===== config.mk =====
export PLATFORM = sky130hd
export DESIGN_NAME = serial_frame_flush_detector_unit
export DESIGN_NICKNAME = d
export VERILOG_FILES = /design/src/rtl/sffd_pkg.sv /design/src/rtl/sffd_front.sv /design/src/rtl/sffd_queue.sv /design/src/rtl/serial_frame_flush_detector_unit.sv
export VERILOG_INCLUDE_DIRS = /design/src /design/src/rtl
export SDC_FILE = /design/constraint.sdc
export NUM_CORES = 1
export LEC_CHECK = 0
export BUFFER_PORTS_ARGS = -buffer_cell sky130_fd_sc_hd__buf_2
export CAP_MARGIN = 20
export CORE_AREA = 3 3 185 187
export CTS_BUF_LIST = sky130_fd_sc_hd__clkbuf_4 sky130_fd_sc_hd__clkbuf_8
export DETAILED_ROUTE_END_ITERATION = 10
export DIE_AREA = 0 0 188 190
export PLACE_DENSITY_LB_ADDON = 0.3
export SLEW_MARGIN = 20
export SYNTH_ARGS = -nofsm -noshare
export SYNTH_HDL_FRONTEND = slang
export SYNTH_HIERARCHICAL = 1
export SYNTH_SLANG_ARGS = --single-unit

===== constraint.sdc =====
create_clock -name clk -period 4.14 [get_ports clk]
set_input_delay 0.828 -clock clk [delete_from_list [all_inputs] [get_ports clk]]
set_output_delay 0.828 -clock clk [all_outputs]
set_load 0.01 [all_outputs]

===== src/rtl/serial_frame_flush_detector_unit_defines.svh =====
// ---------------------------------------------------------------------------
// Frame flush detector assertion macros
// Concurrent check helpers used at the top level; empty under synthesis.
// ---------------------------------------------------------------------------
`ifndef SERIAL_FRAME_FLUSH_DETECTOR_UNIT_DEFINES_SVH
`define SERIAL_FRAME_FLUSH_DETECTOR_UNIT_DEFINES_SVH

`ifndef SYNTHESIS
`define SFFD_ASSERT_SAME(lbl, ante, cons) \
  lbl: assert property (@(posedge clk) disable iff (!rst_n) (ante) |-> (cons)) \
    else $error("sffd check failed");
`define SFFD_ASSERT_NEXT(lbl, ante, cons) \
  lbl: assert property (@(posedge clk) disable iff (!rst_n) (ante) |=> (cons)) \
    else $error("sffd check failed");
`else
`define SFFD_ASSERT_SAME(lbl, ante, cons)
`define SFFD_ASSERT_NEXT(lbl, ante, cons)
`endif

`endif


===== src/rtl/sffd_pkg.sv =====
// ---------------------------------------------------------------------------
// Frame flush detector package
// Shared widths, register indexes, mode and cause codes, result type.
// ---------------------------------------------------------------------------
`default_nettype none

package sffd_pkg;

  localparam int SIZE_LIMIT = 64;
  localparam int PEND_W     = $clog2(SIZE_LIMIT + 1);
  localparam int LEN_W      = 7;
  localparam int CAUSE_W    = 2;
  localparam int MODE_W     = 2;
  localparam int DLEN_W     = 3;
  localparam int TMO_W      = 16;
  localparam int PAT_W      = 32;
  localparam int CFG_IDX_W  = 3;
  localparam int CFG_DATA_W = 32;
  localparam int Q_DEPTH    = 2;
  localparam int Q_PTR_W    = $clog2(Q_DEPTH);
  localparam int Q_CNT_W    = $clog2(Q_DEPTH + 1);

  localparam logic [CFG_IDX_W-1:0] REG_FLUSH_MODE  = 3'd0;
  localparam logic [CFG_IDX_W-1:0] REG_MATCH_MASK  = 3'd1;
  localparam logic [CFG_IDX_W-1:0] REG_MATCH_TGT   = 3'd2;
  localparam logic [CFG_IDX_W-1:0] REG_UNMATCH_VAL = 3'd3;
  localparam logic [CFG_IDX_W-1:0] REG_DELIM_LEN   = 3'd4;
  localparam logic [CFG_IDX_W-1:0] REG_IDLE_TMO    = 3'd5;

  localparam logic [MODE_W-1:0] MODE_IMMEDIATE = 2'd0;
  localparam logic [MODE_W-1:0] MODE_HEADER    = 2'd1;
  localparam logic [MODE_W-1:0] MODE_TRAILER   = 2'd2;
  localparam logic [MODE_W-1:0] MODE_TMO_SIZE  = 2'd3;

  localparam logic [CAUSE_W-1:0] CAUSE_MATCH     = 2'd0;
  localparam logic [CAUSE_W-1:0] CAUSE_IDLE      = 2'd1;
  localparam logic [CAUSE_W-1:0] CAUSE_SIZE      = 2'd2;
  localparam logic [CAUSE_W-1:0] CAUSE_IMMEDIATE = 2'd3;

  localparam logic ACT_BYTE = 1'b0;
  localparam logic ACT_TICK = 1'b1;

  typedef logic [LEN_W-1:0]  len_t;
  typedef logic [PEND_W-1:0] pend_t;

  typedef struct packed {
    len_t               flush_length;
    logic [CAUSE_W-1:0] flush_cause;
  } res_t;

endpackage

`default_nettype wire


===== src/rtl/sffd_front.sv =====
// ---------------------------------------------------------------------------
// Frame flush detector front end
// Holds configuration and segmenter state, classifies each transaction and
// pushes any flush result into the result queue.
// ---------------------------------------------------------------------------
`default_nettype none

module sffd_front (
  input  wire logic                              clk,
  input  wire logic                              rst_n,
  input  wire logic                              cfg_wr_en,
  input  wire logic [sffd_pkg::CFG_IDX_W-1:0]    cfg_index,
  input  wire logic [sffd_pkg::CFG_DATA_W-1:0]   cfg_wdata,
  input  wire logic                              acc,
  input  wire logic                              action,
  input  wire logic [7:0]                        data_byte,
  output sffd_pkg::res_t                         res,
  output logic                                   res_vld
);

  logic [sffd_pkg::MODE_W-1:0] mode_r;
  logic [sffd_pkg::PAT_W-1:0]  mask_r;
  logic [sffd_pkg::PAT_W-1:0]  target_r;
  logic [sffd_pkg::PAT_W-1:0]  unmatch_r;
  logic [sffd_pkg::DLEN_W-1:0] dlen_r;
  logic [sffd_pkg::TMO_W-1:0]  tmo_r;

  logic [sffd_pkg::PAT_W-1:0]  pat_r, pat_nxt;
  sffd_pkg::pend_t             pend_r, pend_nxt;
  logic [sffd_pkg::TMO_W-1:0]  idle_r, idle_nxt;

  logic [sffd_pkg::TMO_W-1:0]  idle_dec;
  logic [sffd_pkg::PEND_W:0]   pend_inc;
  logic [sffd_pkg::PEND_W:0]   dlen_ext;
  logic [sffd_pkg::PEND_W:0]   pend_mid;
  logic [sffd_pkg::PAT_W-1:0]  pat_sh;
  logic                        delim_mode;
  logic                        match;
  logic                        hit;

  always_ff @(posedge clk) begin
    if (!rst_n) begin
      mode_r    <= sffd_pkg::MODE_IMMEDIATE;
      mask_r    <= '0;
      target_r  <= '0;
      unmatch_r <= '0;
      dlen_r    <= '0;
      tmo_r     <= '0;
    end else if (cfg_wr_en) begin
      unique case (cfg_index)
        sffd_pkg::REG_FLUSH_MODE:  mode_r    <= cfg_wdata[sffd_pkg::MODE_W-1:0];
        sffd_pkg::REG_MATCH_MASK:  mask_r    <= cfg_wdata[sffd_pkg::PAT_W-1:0];
        sffd_pkg::REG_MATCH_TGT:   target_r  <= cfg_wdata[sffd_pkg::PAT_W-1:0];
        sffd_pkg::REG_UNMATCH_VAL: unmatch_r <= cfg_wdata[sffd_pkg::PAT_W-1:0];
        sffd_pkg::REG_DELIM_LEN:   dlen_r    <= cfg_wdata[sffd_pkg::DLEN_W-1:0];
        sffd_pkg::REG_IDLE_TMO:    tmo_r     <= cfg_wdata[sffd_pkg::TMO_W-1:0];
        default: ;
      endcase
    end
  end

  always_comb begin
    pat_nxt    = pat_r;
    pend_nxt   = pend_r;
    idle_nxt   = idle_r;
    res_vld    = 1'b0;
    res        = '0;
    idle_dec   = (idle_r != '0) ? idle_r - 1'b1 : idle_r;
    pend_inc   = {1'b0, pend_r} + 1'b1;
    dlen_ext   = (sffd_pkg::PEND_W + 1)'(dlen_r);
    delim_mode = (mode_r == sffd_pkg::MODE_HEADER) || (mode_r == sffd_pkg::MODE_TRAILER);
    pat_sh     = delim_mode ? {pat_r[sffd_pkg::PAT_W-9:0], data_byte} : pat_r;
    match      = delim_mode && (mask_r != '0) && ((pat_sh & mask_r) == target_r);
    pend_mid   = pend_inc;
    hit        = 1'b0;

    if (action == sffd_pkg::ACT_TICK) begin
      idle_nxt = idle_dec;
      if (idle_dec == '0 && pend_r != '0) begin
        res_vld              = 1'b1;
        res.flush_length     = sffd_pkg::len_t'(pend_r);
        res.flush_cause      = (mode_r == sffd_pkg::MODE_IMMEDIATE) ?
                               sffd_pkg::CAUSE_IMMEDIATE : sffd_pkg::CAUSE_IDLE;
        pend_nxt             = '0;
        pat_nxt              = unmatch_r;
      end
    end else if (mode_r == sffd_pkg::MODE_IMMEDIATE) begin
      res_vld          = 1'b1;
      res.flush_length = sffd_pkg::len_t'(pend_inc);
      res.flush_cause  = sffd_pkg::CAUSE_IMMEDIATE;
      pend_nxt         = '0;
      pat_nxt          = unmatch_r;
    end else begin
      idle_nxt = tmo_r;
      pat_nxt  = pat_sh;
      if (match) begin
        pat_nxt = unmatch_r;
        if (mode_r == sffd_pkg::MODE_TRAILER) begin
          hit              = 1'b1;
          res.flush_length = sffd_pkg::len_t'(pend_inc);
          pend_mid         = '0;
        end else if (pend_inc > dlen_ext) begin
          hit              = 1'b1;
          res.flush_length = sffd_pkg::len_t'(pend_inc - dlen_ext);
          pend_mid         = dlen_ext;
        end
        res.flush_cause = sffd_pkg::CAUSE_MATCH;
      end
      if (!hit && pend_mid >= (sffd_pkg::PEND_W + 1)'(sffd_pkg::SIZE_LIMIT)) begin
        hit              = 1'b1;
        res.flush_length = sffd_pkg::len_t'(sffd_pkg::SIZE_LIMIT);
        res.flush_cause  = sffd_pkg::CAUSE_SIZE;
        pend_mid         = pend_mid - (sffd_pkg::PEND_W + 1)'(sffd_pkg::SIZE_LIMIT);
        pat_nxt          = unmatch_r;
      end
      res_vld  = hit;
      pend_nxt = pend_mid[sffd_pkg::PEND_W-1:0];
    end
    if (!acc) begin
      res_vld = 1'b0;
    end
  end

  always_ff @(posedge clk) begin
    if (!rst_n) begin
      pat_r  <= '0;
      pend_r <= '0;
      idle_r <= '0;
    end else if (acc) begin
      pat_r  <= pat_nxt;
      pend_r <= pend_nxt;
      idle_r <= idle_nxt;
    end
  end

endmodule

`default_nettype wire


===== src/rtl/sffd_queue.sv =====
// ---------------------------------------------------------------------------
// Frame flush detector result queue
// Short FIFO between the front end and the result channel.
// ---------------------------------------------------------------------------
`default_nettype none

module sffd_queue (
  input  wire logic            clk,
  input  wire logic            rst_n,
  input  wire logic            push,
  input  wire sffd_pkg::res_t  push_data,
  output logic                 full,
  output logic                 pop_vld,
  input  wire logic            pop_rdy,
  output sffd_pkg::res_t       pop_data
);

  sffd_pkg::res_t                 mem_r [sffd_pkg::Q_DEPTH];
  logic [sffd_pkg::Q_PTR_W-1:0]   wr_ptr_r, rd_ptr_r;
  logic [sffd_pkg::Q_CNT_W-1:0]   cnt_r;
  logic                           pop;

  assign full     = (cnt_r == sffd_pkg::Q_CNT_W'(sffd_pkg::Q_DEPTH));
  assign pop_vld  = (cnt_r != '0);
  assign pop      = pop_vld && pop_rdy;
  assign pop_data = mem_r[rd_ptr_r];

  always_ff @(posedge clk) begin
    if (push) begin
      mem_r[wr_ptr_r] <= push_data;
    end
  end

  always_ff @(posedge clk) begin
    if (!rst_n) begin
      wr_ptr_r <= '0;
      rd_ptr_r <= '0;
      cnt_r    <= '0;
    end else begin
      if (push) begin
        wr_ptr_r <= (wr_ptr_r == sffd_pkg::Q_PTR_W'(sffd_pkg::Q_DEPTH - 1)) ?
                    '0 : wr_ptr_r + 1'b1;
      end
      if (pop) begin
        rd_ptr_r <= (rd_ptr_r == sffd_pkg::Q_PTR_W'(sffd_pkg::Q_DEPTH - 1)) ?
                    '0 : rd_ptr_r + 1'b1;
      end
      if (push && !pop) begin
        cnt_r <= cnt_r + 1'b1;
      end else if (pop && !push) begin
        cnt_r <= cnt_r - 1'b1;
      end
    end
  end

endmodule

`default_nettype wire


===== src/rtl/serial_frame_flush_detector_unit.sv =====
// ---------------------------------------------------------------------------
// Serial frame flush detector
// Splits a received byte stream into frames on delimiters, idle time and
// size, or per byte in immediate mode; reports each frame's length and cause.
// ---------------------------------------------------------------------------
// Usage:
//   in_*  : one transaction per byte (in_action = 0) or timer tick (1).
//   out_* : one transaction per flush: out_flush_length bytes, out_flush_cause.
//   cfg_* : single-cycle register writes, index per register list, no read.
// Result: a flush caused by a transaction is queued when the transaction is
//   accepted and appears on out_* from the queue; transactions that cause no flush produce nothing.
// Throughput: one transaction per cycle while in_ready is high; the segmenter
//   state is computed combinationally and registered in the front end.
// Stall: results wait in a two-entry queue; in_ready drops while the queue
//   is full, which a one-cycle receiver stall causes when every transaction
//   flushes.
// Reset: synchronous, active low; clears registers, state and the queue.
//   No clearing pass is needed.
// ---------------------------------------------------------------------------
`default_nettype none
`include "serial_frame_flush_detector_unit_defines.svh"

module serial_frame_flush_detector_unit (
  input  wire logic                              clk,
  input  wire logic                              rst_n,
  input  wire logic                              cfg_wr_en,
  input  wire logic [sffd_pkg::CFG_IDX_W-1:0]    cfg_index,
  input  wire logic [sffd_pkg::CFG_DATA_W-1:0]   cfg_wdata,
  input  wire logic                              in_valid,
  output logic                                   in_ready,
  input  wire logic                              in_action,
  input  wire logic [7:0]                        in_data_byte,
  output logic                                   out_valid,
  input  wire logic                              out_ready,
  output logic [sffd_pkg::LEN_W-1:0]             out_flush_length,
  output logic [sffd_pkg::CAUSE_W-1:0]           out_flush_cause
);

  sffd_pkg::res_t res, q_data;
  logic           res_vld;
  logic           q_full;
  logic           acc;

  assign in_ready = !q_full;
  assign acc      = in_valid && in_ready;

  sffd_front u_front (
    .clk       (clk),
    .rst_n     (rst_n),
    .cfg_wr_en (cfg_wr_en),
    .cfg_index (cfg_index),
    .cfg_wdata (cfg_wdata),
    .acc       (acc),
    .action    (in_action),
    .data_byte (in_data_byte),
    .res       (res),
    .res_vld   (res_vld)
  );

  sffd_queue u_queue (
    .clk       (clk),
    .rst_n     (rst_n),
    .push      (res_vld),
    .push_data (res),
    .full      (q_full),
    .pop_vld   (out_valid),
    .pop_rdy   (out_ready),
    .pop_data  (q_data)
  );

  assign out_flush_length = q_data.flush_length;
  assign out_flush_cause  = q_data.flush_cause;

  `SFFD_ASSERT_SAME(a_stall_only_full, !in_ready, out_valid)
  `SFFD_ASSERT_SAME(a_len_nonzero, out_valid, out_flush_length != '0)
  `SFFD_ASSERT_SAME(a_size_len, out_valid && out_flush_cause == sffd_pkg::CAUSE_SIZE, out_flush_length == sffd_pkg::LEN_W'(sffd_pkg::SIZE_LIMIT))
  `SFFD_ASSERT_NEXT(a_result_arrives, res_vld && !out_valid, out_valid)

endmodule

`default_nettype wire

Yosys cells after proc, flatten, opt, wreduce, memory -nomap -nowiden
Memories as Yosys holds them, arrays and structs flattened. A register that Yosys moved wholly into a read port is not among the register bits.
Index checks and enable logic that the tools add are counted.
{"block": "classes", "eq_ne": 11, "order_cmp": 2, "muxes": 44, "reduce_logical": 29, "n_bitwise": 1, "add_sub_neg": 8}
{"op": "32-bit 2-to-1 mux", "n": 6}
{"op": "16-bit 2-to-1 mux", "n": 3}
{"op": "9-bit 2-to-1 mux", "n": 5}
{"op": "7-bit 2-to-1 mux", "n": 6}
{"op": "8-bit 2-to-1 mux", "n": 5}
{"op": "32-bit bitwise AND", "n": 1}
{"op": "32-bit == test", "n": 1}
{"op": "32-bit nonzero test", "n": 1}
{"op": "16-bit logical NOT", "n": 1}
{"op": "1-bit 2-to-1 mux", "n": 16}
{"op": "2-bit AND reduction", "n": 8}
{"op": "16-bit nonzero test", "n": 1}
{"op": "16-bit by 1-bit subtractor with 16-bit output (second input constant)", "n": 1}
{"op": "7-bit by 1-bit adder with 8-bit output (second input constant)", "n": 1}
{"op": "8-bit by 7-bit greater-or-equal comparator with 1-bit output (second input constant)", "n": 1}
{"op": "8-bit by 3-bit greater-than comparator with 1-bit output", "n": 1}
{"op": "1-bit logical AND", "n": 8}
{"op": "7-bit nonzero test", "n": 1}
{"op": "7-bit by 3-bit subtractor with 7-bit output", "n": 1}
{"op": "7-bit subtractor (second input constant)", "n": 1}
{"op": "3-bit by 2-bit == test with 1-bit output (second input constant)", "n": 2}
{"op": "3-bit == test (second input constant)", "n": 2}
{"op": "2-bit 2-to-1 mux", "n": 3}
{"op": "2-bit == test (second input constant)", "n": 2}
{"op": "12 further kinds", "n": 17}
{"block": "totals", "ram_bits": 18, "mem_count": 1, "reg_bits": 176}
{"memory": "u_queue.mem_r", "words": 2, "word_bits": 9, "read_ports": 1, "rd_clocked_by_memory_dff": 1, "wr": 1, "line_no": "sffd_queue.sv:18", "rtl": "sffd_pkg::res_t mem_r [sffd_pkg::Q_DEPTH];"}

Depth between registers and ports, before layout
Gate-level depths: netlist (run 1).
{"block": "logic_depth", "ltp_word": 19, "depth_mapped": 15, "ltp_nobuf": 13}

By module
Netlist (run 1), hierarchy kept.
{"mod": "sffd_front", "n_inst": 1, "area_per_inst_um2": 8912.3, "seq_area_each_um2": 3443.3, "cells_each": 1169}
{"mod": "sffd_queue", "n_inst": 1, "area_per_inst_um2": 867.1, "seq_area_each_um2": 640.6, "cells_each": 50}
{"mod": "serial_frame_flush_detector_unit", "n_inst": 1, "area_per_inst_um2": 10.0, "seq_area_each_um2": 0.0, "cells_each": 2}

Worst setup path before layout (run 1)
Ideal clock, no wire load.
{"block": "synth_timing", "kind": "register to register", "start": "register u_front/mode_r[0] in the netlist's numbering", "end": "memory u_queue/mem_r[0][0] in the netlist's numbering, enable pin", "period_less_slack_ps": 4186, "t_arrival_ps": 3809, "stages_incl_launch_ff": 12, "setup_slack_ps": -46, "path_buffers": 1, "cell_sequence": "dfxtp_1 > inv_1 > ha_1 > buf_6 > mux2_4 > and3_1 > or4b_1 > or4_1 > nor4_2 > o21ai_0 > a21oi_1 > nor2b_1"}
{"block": "synth_between", "elab_chain_len": 17}
{"element": "start: declaration", "line_no": "sffd_front.sv:21", "rtl": "logic [sffd_pkg::MODE_W-1:0] mode_r;"}
{"element": "start signal: assignment", "line_no": "sffd_front.sv:43", "rtl": "mode_r <= sffd_pkg::MODE_IMMEDIATE;"}
{"element": "start signal: assignment", "line_no": "sffd_front.sv:51", "rtl": "sffd_pkg::REG_FLUSH_MODE: mode_r <= cfg_wdata[sffd_pkg::MODE_W-1:0];"}
{"element": "2-bit by 1-bit == test with 1-bit output / 2-bit == test (equally long branches)", "line_no": "sffd_front.sv:71, sffd_front.sv:98"}
{"element": "1-bit logical OR", "line_no": "sffd_front.sv:71", "rtl": "delim_mode = (mode_r == sffd_pkg::MODE_HEADER) || (mode_r == sffd_pkg::MODE_TRAILER);"}
{"element": "32-bit 2-to-1 mux", "line_no": "sffd_front.sv:72", "rtl": "pat_sh = delim_mode ? {pat_r[sffd_pkg::PAT_W-9:0], data_byte} : pat_r;"}
{"element": "32-bit bitwise AND", "line_no": "sffd_front.sv:73", "rtl": "match = delim_mode && (mask_r != '0) && ((pat_sh & mask_r) == target_r);"}
{"element": "32-bit == test", "line_no": "sffd_front.sv:73"}
{"element": "1-bit logical AND", "line_no": "sffd_front.sv:73"}
{"element": "8-bit 2-to-1 mux / 1-bit 2-to-1 mux (equally long branches)", "line_no": "sffd_front.sv:96", "rtl": "if (match) begin"}
{"element": "8-bit 2-to-1 mux / 1-bit 2-to-1 mux (equally long branches)", "line_no": "sffd_front.sv:87", "rtl": "end else if (mode_r == sffd_pkg::MODE_IMMEDIATE) begin"}
{"element": "(+2 left out)"}
{"element": "1-bit logical AND", "line_no": "sffd_front.sv:109", "rtl": "if (!hit && pend_mid >= (sffd_pkg::PEND_W + 1)'(sffd_pkg::SIZE_LIMIT)) begin"}
{"element": "1-bit 2-to-1 mux", "line_no": "sffd_front.sv:109"}
{"element": "1-bit 2-to-1 mux *", "line_no": "sffd_front.sv:87"}
{"element": "1-bit 2-to-1 mux *", "line_no": "sffd_front.sv:77", "rtl": "if (action == sffd_pkg::ACT_TICK) begin"}
{"element": "1-bit 2-to-1 mux *", "line_no": "sffd_front.sv:119", "rtl": "if (!acc) begin"}
{"element": "via res_vld", "line_no": "serial_frame_flush_detector_unit.sv:40", "rtl": "logic res_vld;"}
{"element": "1-bit 2-to-1 mux *", "line_no": "sffd_queue.sv:29", "rtl": "if (push) begin"}
{"element": "1-bit 2-to-1 mux (not written as such) *", "line_no": "sffd_queue.sv:30", "rtl": "mem_r[wr_ptr_r] <= push_data;"}
{"element": "end: declaration", "line_no": "sffd_queue.sv:18"}
The timed path passes the listed nets; every way through them passes the cells marked *. The select of a mux whose other input is x is not followed.

==> run_results.csv, run 1 <==
group,metric,value,unit
synthesis,synth_flop_cell,"dfxtp_1",
status,outcome,"finished, final reports clean",
synthesis,synth-edff-count,18,
timing,post-route-period-util,96.73,%
synthesis,ys_seq_area_share,41.72,%
synthesis,synth_area_leaders,"dfxtp_1 36%, nand2_1 9.9%, a21oi_1 6.9%",
die,start_util,30.01,%
power,finalPower,0.004159,W
timing,max_freq,0.2497,GHz
global_routing,overflow,0,
global_routing,grt_pass1_vias,8598,
power,power_leakage,3.948,nW
clocking,cts_tree,"yes",
timing,post-route-min-period,4.005,ns
clocking,htreeDepth,4,
final_layout,seq_area,0.004084,mm2
critical_path,required,4.37,ns
global_routing,globalRouteMet1Util,22.25,%
global_routing,grt_util_met3,2.653,%
detailed_routing,drc_errors,0,
timing,setup_slack,0.1353,ns
clocking,clkSlewWorstSetupHoldPaths,0.11,ns
die,core-area,0.03262,mm2
critical_path,crit_arrival,4.24,ns
timing,skew,0.02284,ns
power,cellPowerDensity,379.0,mW/mm2
synthesis,synth_top_cell_area_share,36.20,%
worst_hold_path,hold_path.class,"reg -> reg",
global_routing,grt_start_max_net_pins,76,
die,io_pins,60,
final_layout,drive_above_1_share,12.51,%
timing,hold_viol_final,0,
die,die_w,188,um
final_layout,n_fill_cell,3476,
critical_path,path_common_cell,"and3_1",
critical_path,cpPeakStageDelay,0.74,ns
synthesis,synthTopCellsByCount,"258 x nand2_1, 177 x dfxtp_1, 135 x a21oi_1",
global_routing,grt_pass1_wl,48310,um
global_routing,antenna_found_initial,0,
detailed_routing,viasPerCell,5.341,
final_layout,final_nets,1301,
die,rows,66,
detailed_routing,routed_wl,30640,um
place,gp_congestion,0.9078,
synthesis,synth_area,0.009789,mm2
power,vdd_drop_max,0.1904,mV
detailed_routing,via_count,9074,
global_routing,grt-busiest-layer,"met2",
synthesis,yosysTopAreaCell,"dfxtp_1",
critical_path,crit_chain,"inv_1, ha_2, mux2_4, and3_1, or4b_1, or4_4, or4_2, buf_8, and3_1, o21a_1",
final_layout,syn_to_final_growth,12.10,%
place,place_hpwl,21270,um
timing,finalSetupTns,0,ns
synthesis,synth.distinct_cells,70,
timing,finalSetupViolations,0,
synthesis,syn_avg_cell_area,8.018,um2
clocking,cts-buffers-inserted,17,
global_routing,gr-usage-met2,28.56,%
final_layout,final_core_util,33.64,%
critical_path,crit_type,"reg -> reg",
critical_path,critPathLaunchType,"flop",
final_layout,multi_input_area,0.005243,mm2
timing,max_slew_margin,33.25,%
detailed_routing,drt_iter0_markers,745,
critical_path,endpoint_kind,"flop",
flow_run,drv_cap,0,
synthesis,yosysMostFrequentCell,"nand2_1",
critical_path,crit_fanout,28,
clocking,cts_buffer_depth,2,
timing,slew_viol_final,0,
synthesis,synth_seq_cells,195,
timing,tightestPinTransition,0.9976,ns
clocking,cts_root_buffer,"clkbuf_8",
timing,whs,0.4610,ns
detailed_routing,dr.pass1.iters,5,
die,die-area,0.03572,mm2
critical_path,crit_slowest_cell,"or4_2",
detailed_routing,drtAntennaViolNets,0,
synthesis,yosys_warnings,6,
synthesis,async_flop_share,0,%
detailed_routing,wire_per_inst,18.03,um
global_routing,track_usage,16.95,%
synthesis,synth_cells,1221,
clocking,cts.sinks,195,
synthesis,synth_nets,1280,
clocking,clock_latency,0.49,ns
die,die_h,190,um
place,port_buffers,59,
clocking,postCtsHoldBufs,0,
place,dp_slack,-0.04617,ns
==> cell type report <==
class / instances / share of cell area [%]
multi-input combinational: 895 / 47.77
clock inverter: 15 / 1.323
sequential: 195 / 37.21
inverter: 51 / 1.767
antenna: 2 / 0.04560
timing repair buffer: 82 / 4.709
clock buffer: 17 / 2.132
tap: 442 / 5.039
==> where the power goes <==
part | switching [W] | internal (W) | total (W)
sequential | 0.0000869 | 0.00199 | 0.00207
combinational | 0.000504 | 0.000352 | 0.000856
clock | 0.000782 | 0.000448 | 0.00123
==> stage by stage <==
step / instance area, um2 / cells
global route: 10970 / 1697
finish: 10970 / 1699
global placement: 10520 / 1664
floorplan: 9792 / 1221
CTS: 10910 / 1696
detailed placement: 10520 / 1664
==> cells in the final DEF, fill, tap and decap left out, types with 5 or more instances in the layout <==
cell type,instances
mux2i_1,33
nand3_1,47
nor4_1,16
mux2_2,9
nand2_1,258
and2_1,7
a32o_1,32
or2_2,5
clkinv_4,5
a211oi_1,7
nand2b_1,6
and3_1,8
edfxtp_1,18
inv_1,48
nor2b_1,11
a21o_1,32
a31oi_1,5
ha_1,8
buf_4,18
buf_2,59
clkbuf_8,17
a21oi_1,134
o21ai_0,48
o211ai_1,6
o22ai_1,5
or3_1,41
dfxtp_1,177
o21a_1,5
o31ai_1,5
nand4_1,32
nor3_1,17
nor2_1,41
==> registers in the layout, indices dropped and copies added (netlist names), named ones only <==
register,count
u_front/dlen_r,3
u_front/idle_r,16
u_front/mask_r,32
u_front/mode_r,2
u_front/pat_r,32
u_front/pend_r,7
u_front/target_r,32
u_front/tmo_r,16
u_front/unmatch_r,32
u_queue/cnt_r,2
u_queue/mem_r,18
u_queue/rd_ptr_r,1
u_queue/wr_ptr_r,1
==> what timing repair did <==
| item | CTS | global route |
|---|---|---|
| buffers inserted | 0 | 1 |
| pin swaps | 0 | 3 |
| cloned | 0 | 0 |
| endpoints found under the setup margin | 10 | 57 |
| resized for setup | 2 | 13 |
==> worst max-delay path: cells and delay by family (launching register included) <==
family / cells / cell delay (ns)
AND/OR/NAND/NOR: 5 / 2.26
multiplexers: 1 / 0.32
flip-flops: 1 / 0.37
adder cells (fa/ha/maj): 1 / 0.36
AO/OA/AOI/OAI: 1 / 0.18
buffers and inverters: 2 / 0.28
==> layer usage <==
| layer | share of wire, % | wire, um |
|---|---|---|
| met1 | 45 | 13920 |
| met2 | 48 | 14610 |
| met3 | 4.4 | 1335 |
| met4 | 2.5 | 774 |
| met5 | 0 | 0 |
==> path summary, 6_finish.rpt <==
check,endpoint,depth (start not counted),slack (ns),start
min,u_front/tmo_r[12]$_SDFFE_PN0P_,2,0.46,u_front/tmo_r[12]$_SDFFE_PN0P_
max reg2reg,u_queue/mem_r[0][1]$_DFFE_PP_,10,0.14,u_front/mode_r[1]$_SDFFE_PN0P_
min reg2reg,u_front/tmo_r[12]$_SDFFE_PN0P_,2,0.46,u_front/tmo_r[12]$_SDFFE_PN0P_
max,u_queue/mem_r[0][1]$_DFFE_PP_,10,0.14,u_front/mode_r[1]$_SDFFE_PN0P_
==> cell families after synthesis <==
group / after synthesis / synth area share [%]
fa+ha+maj: 10 / 1.355
simple gates: 511 / 24.78
xor+xnor: 8 / 0.7157
buf+inv: 131 / 5.458
flops: 195 / 41.72
compound gates: 319 / 21.00
mux: 47 / 4.972
Power figures use the tool's default switching activity.
==> inputs of run 2 (changes only) <==
SLEW_MARGIN = 15   (was 20)
clock period = 5 ns   (was 4.14 ns; I/O delays follow)
==> run 2 against run 1 <==
Effect of this change: largest power group unchanged; sequential cell count unchanged; global-route usage down 0.28 points; count of clock-buffer cells in the layout unchanged; hold slack better by 0.0029 ns; total power down 16%; first-iteration DRC count down 5.9%; sequential power down 17%.
==> run_results.csv, run 2 (synthesis results as in run 1) <==
group,metric,value,unit
power,cellPowerDensity,321.3,mW/mm2
clocking,cts_buffer_depth,2,
timing,post-route-min-period,4.405,ns
detailed_routing,viasPerCell,5.261,
die,die-area,0.03572,mm2
place,dp_cells,1660,
status,outcome,"finished, final reports clean",
place,gp_congestion,0.8852,
clocking,cts_tree,"yes",
detailed_routing,drtAntennaViolNets,0,
detailed_routing,drt_iter0_markers,701,
critical_path,r2r_setup_slack,0.59,ns
final_layout,final_cells,1692,
die,die_w,188,um
timing,rsz0062_at_grt,"no",
place,port_buffers,59,
clocking,clock_latency,0.49,ns
detailed_routing,routed_wl,30350,um
final_layout,diodes,0,
critical_path,required,5.41,ns
clocking,ctsResizeCount,0,
clocking,cts-buffers-inserted,17,
place,place_hpwl,21580,um
clocking,clkSlewWorstSetupHoldPaths,0.11,ns
clocking,htreeDepth,4,
timing,post-route-period-util,88.11,%
die,core-area,0.03262,mm2
global_routing,grt_pass1_vias,8440,
die,rows,66,
global_routing,grt_start_max_net_pins,67,
worst_hold_path,hold_path.class,"reg -> reg",
power,finalPower,0.003490,W
critical_path,endpoint_kind,"flop",
detailed_routing,wire_per_inst,17.94,um
die,die_h,190,um
critical_path,crit_arrival,4.82,ns
critical_path,critPathLaunchType,"flop",
detailed_routing,drc_errors,0,
global_routing,antenna_found_initial,0,
critical_path,r2r_start,"u_front/mode_r[1]$_SDFFE_PN0P_",
global_routing,track_usage,16.67,%
timing,max_freq,0.2270,GHz
timing,max_slew_margin,36.52,%
timing,whs,0.4639,ns
critical_path,crit_type,"reg -> reg",
critical_path,reg2reg_to,"u_queue/cnt_r[1]$_SDFFE_PN0P_",
global_routing,grt_pass1_wl,47160,um
power,vdd_drop_max,0.2143,mV
final_layout,n_fill_cell,3478,
critical_path,crit_fanout,26,
final_layout,drive_above_1_share,11.28,%
global_routing,overflow,0,
timing,hold_viol_final,0,
clocking,cts_root_buffer,"clkbuf_8",
power,power_leakage,3.920,nW
final_layout,final_nets,1296,
clocking,cts.sinks,195,
worst_hold_path,holdPathStages,2,
timing,slew_viol_final,0,
clocking,postCtsHoldBufs,0,
clocking,cts_setup_buffers,0,
worst_hold_path,hp-start,"u_front/unmatch_r[22]$_SDFFE_PN0P_",
die,io_pins,60,
detailed_routing,dr.pass1.iters,5,
timing,finalSetupTns,0,ns
worst_hold_path,holdPathEnd,"u_front/unmatch_r[22]$_SDFFE_PN0P_",
die,start_util,30.01,%
detailed_routing,via_count,8902,
timing,tightestPinTransition,0.9487,ns
timing,skew,0.02005,ns
flow_run,drv_cap,0,
final_layout,layout_commonest_cell,"nand2_1",
final_layout,syn_to_final_growth,10.97,%
timing,finalSetupViolations,0,
critical_path,reg2reg_depth,13,
final_layout,layout_common_cells,"258 x nand2_1, 177 x dfxtp_1, 135 x a21oi_1, 59 x buf_2, 49 x o21ai_0",
[run 2: changes by cell type in the layout (fill, tap and decap cells not counted), sizes merged]
cell / change
buf: -5
clkinv: -3
diode: -2
inv: +2
bufinv: +1
[run 2: worst max path at each step]
stage | startpoint | to | slack [ns] | cells past startpoint
after CTS | u_front/mode_r[1]$_SDFFE_PN0P_ | u_queue/cnt_r[1]$_SDFFE_PN0P_ | 0.58 | 13
after global placement | u_front/mode_r[1]$_SDFFE_PN0P_ | u_queue/cnt_r[1]$_SDFFE_PN0P_ | 0.66 | 13
after detailed placement | u_front/mode_r[1]$_SDFFE_PN0P_ | u_queue/cnt_r[1]$_SDFFE_PN0P_ | 0.62 | 13
final | u_front/mode_r[1]$_SDFFE_PN0P_ | u_queue/cnt_r[1]$_SDFFE_PN0P_ | 0.59 | 13
after floorplan | u_front/mode_r[0]$_SDFFE_PN0P_ | u_queue/mem_r[0][0]$_DFFE_PP_ | 0.81 | 11
after global routing | u_front/mode_r[1]$_SDFFE_PN0P_ | u_queue/cnt_r[1]$_SDFFE_PN0P_ | 0.26 | 13
[run 2: metrics by stage]
| stage | util [%] | setup slack (ns) | cell area (um2) |
|---|---|---|---|
| after floorplan | - | 0.8144 | 9789 |
| after global placement | 32.03 | 0.6568 | 10450 |
| after detailed placement | 32.03 | 0.6210 | 10450 |
| after CTS | 33.30 | 0.5817 | 10860 |
| after global routing | 33.30 | 0.2600 | 10860 |
| final | 33.30 | 0.5946 | 10860 |
[run 2: cell type report]
type	count	area [um2]	area share [%]
sequential	195	4084	37.60
clock inverter	15	180.2	1.659
inverter	51	193.9	1.785
multi-input combinational	895	5187	47.75
clock buffer	17	234.0	2.154
tap	442	553.0	5.091
timing repair buffer	77	430.4	3.962
[run 2: per-layer routing]
metal	wire length, um	vias to the layer above	global-route usage [%]
li1	-	4392	-
met3	1183	47	2.524
met1	13940	4220	21.78
met5	0	-	0
met2	14290	243	27.87
met4	940	0	6.320
[run 2: report_power, final]
group,total [W],switching [W],internal (W),leakage [nW]
logic,0.000683,0.000409,0.000274,2.10
clock network,0.00109,0.000663,0.000429,0.211
registers,0.00172,0.0000714,0.00164,1.60
[run 2: worst max-delay path: stages, from the launching register on]
cell      delay [ns]
dfxtp_1         0.36
inv_1           0.05
ha_2            0.46
buf_4           0.46
mux2i_1         0.18
o21ai_0         0.43
nand4_1         0.14
or4_1           0.57
nor4_2          0.37
o21ai_0         0.15
a21oi_1         0.32
ha_1            0.32
or3_1           0.38
a21boi_1        0.14
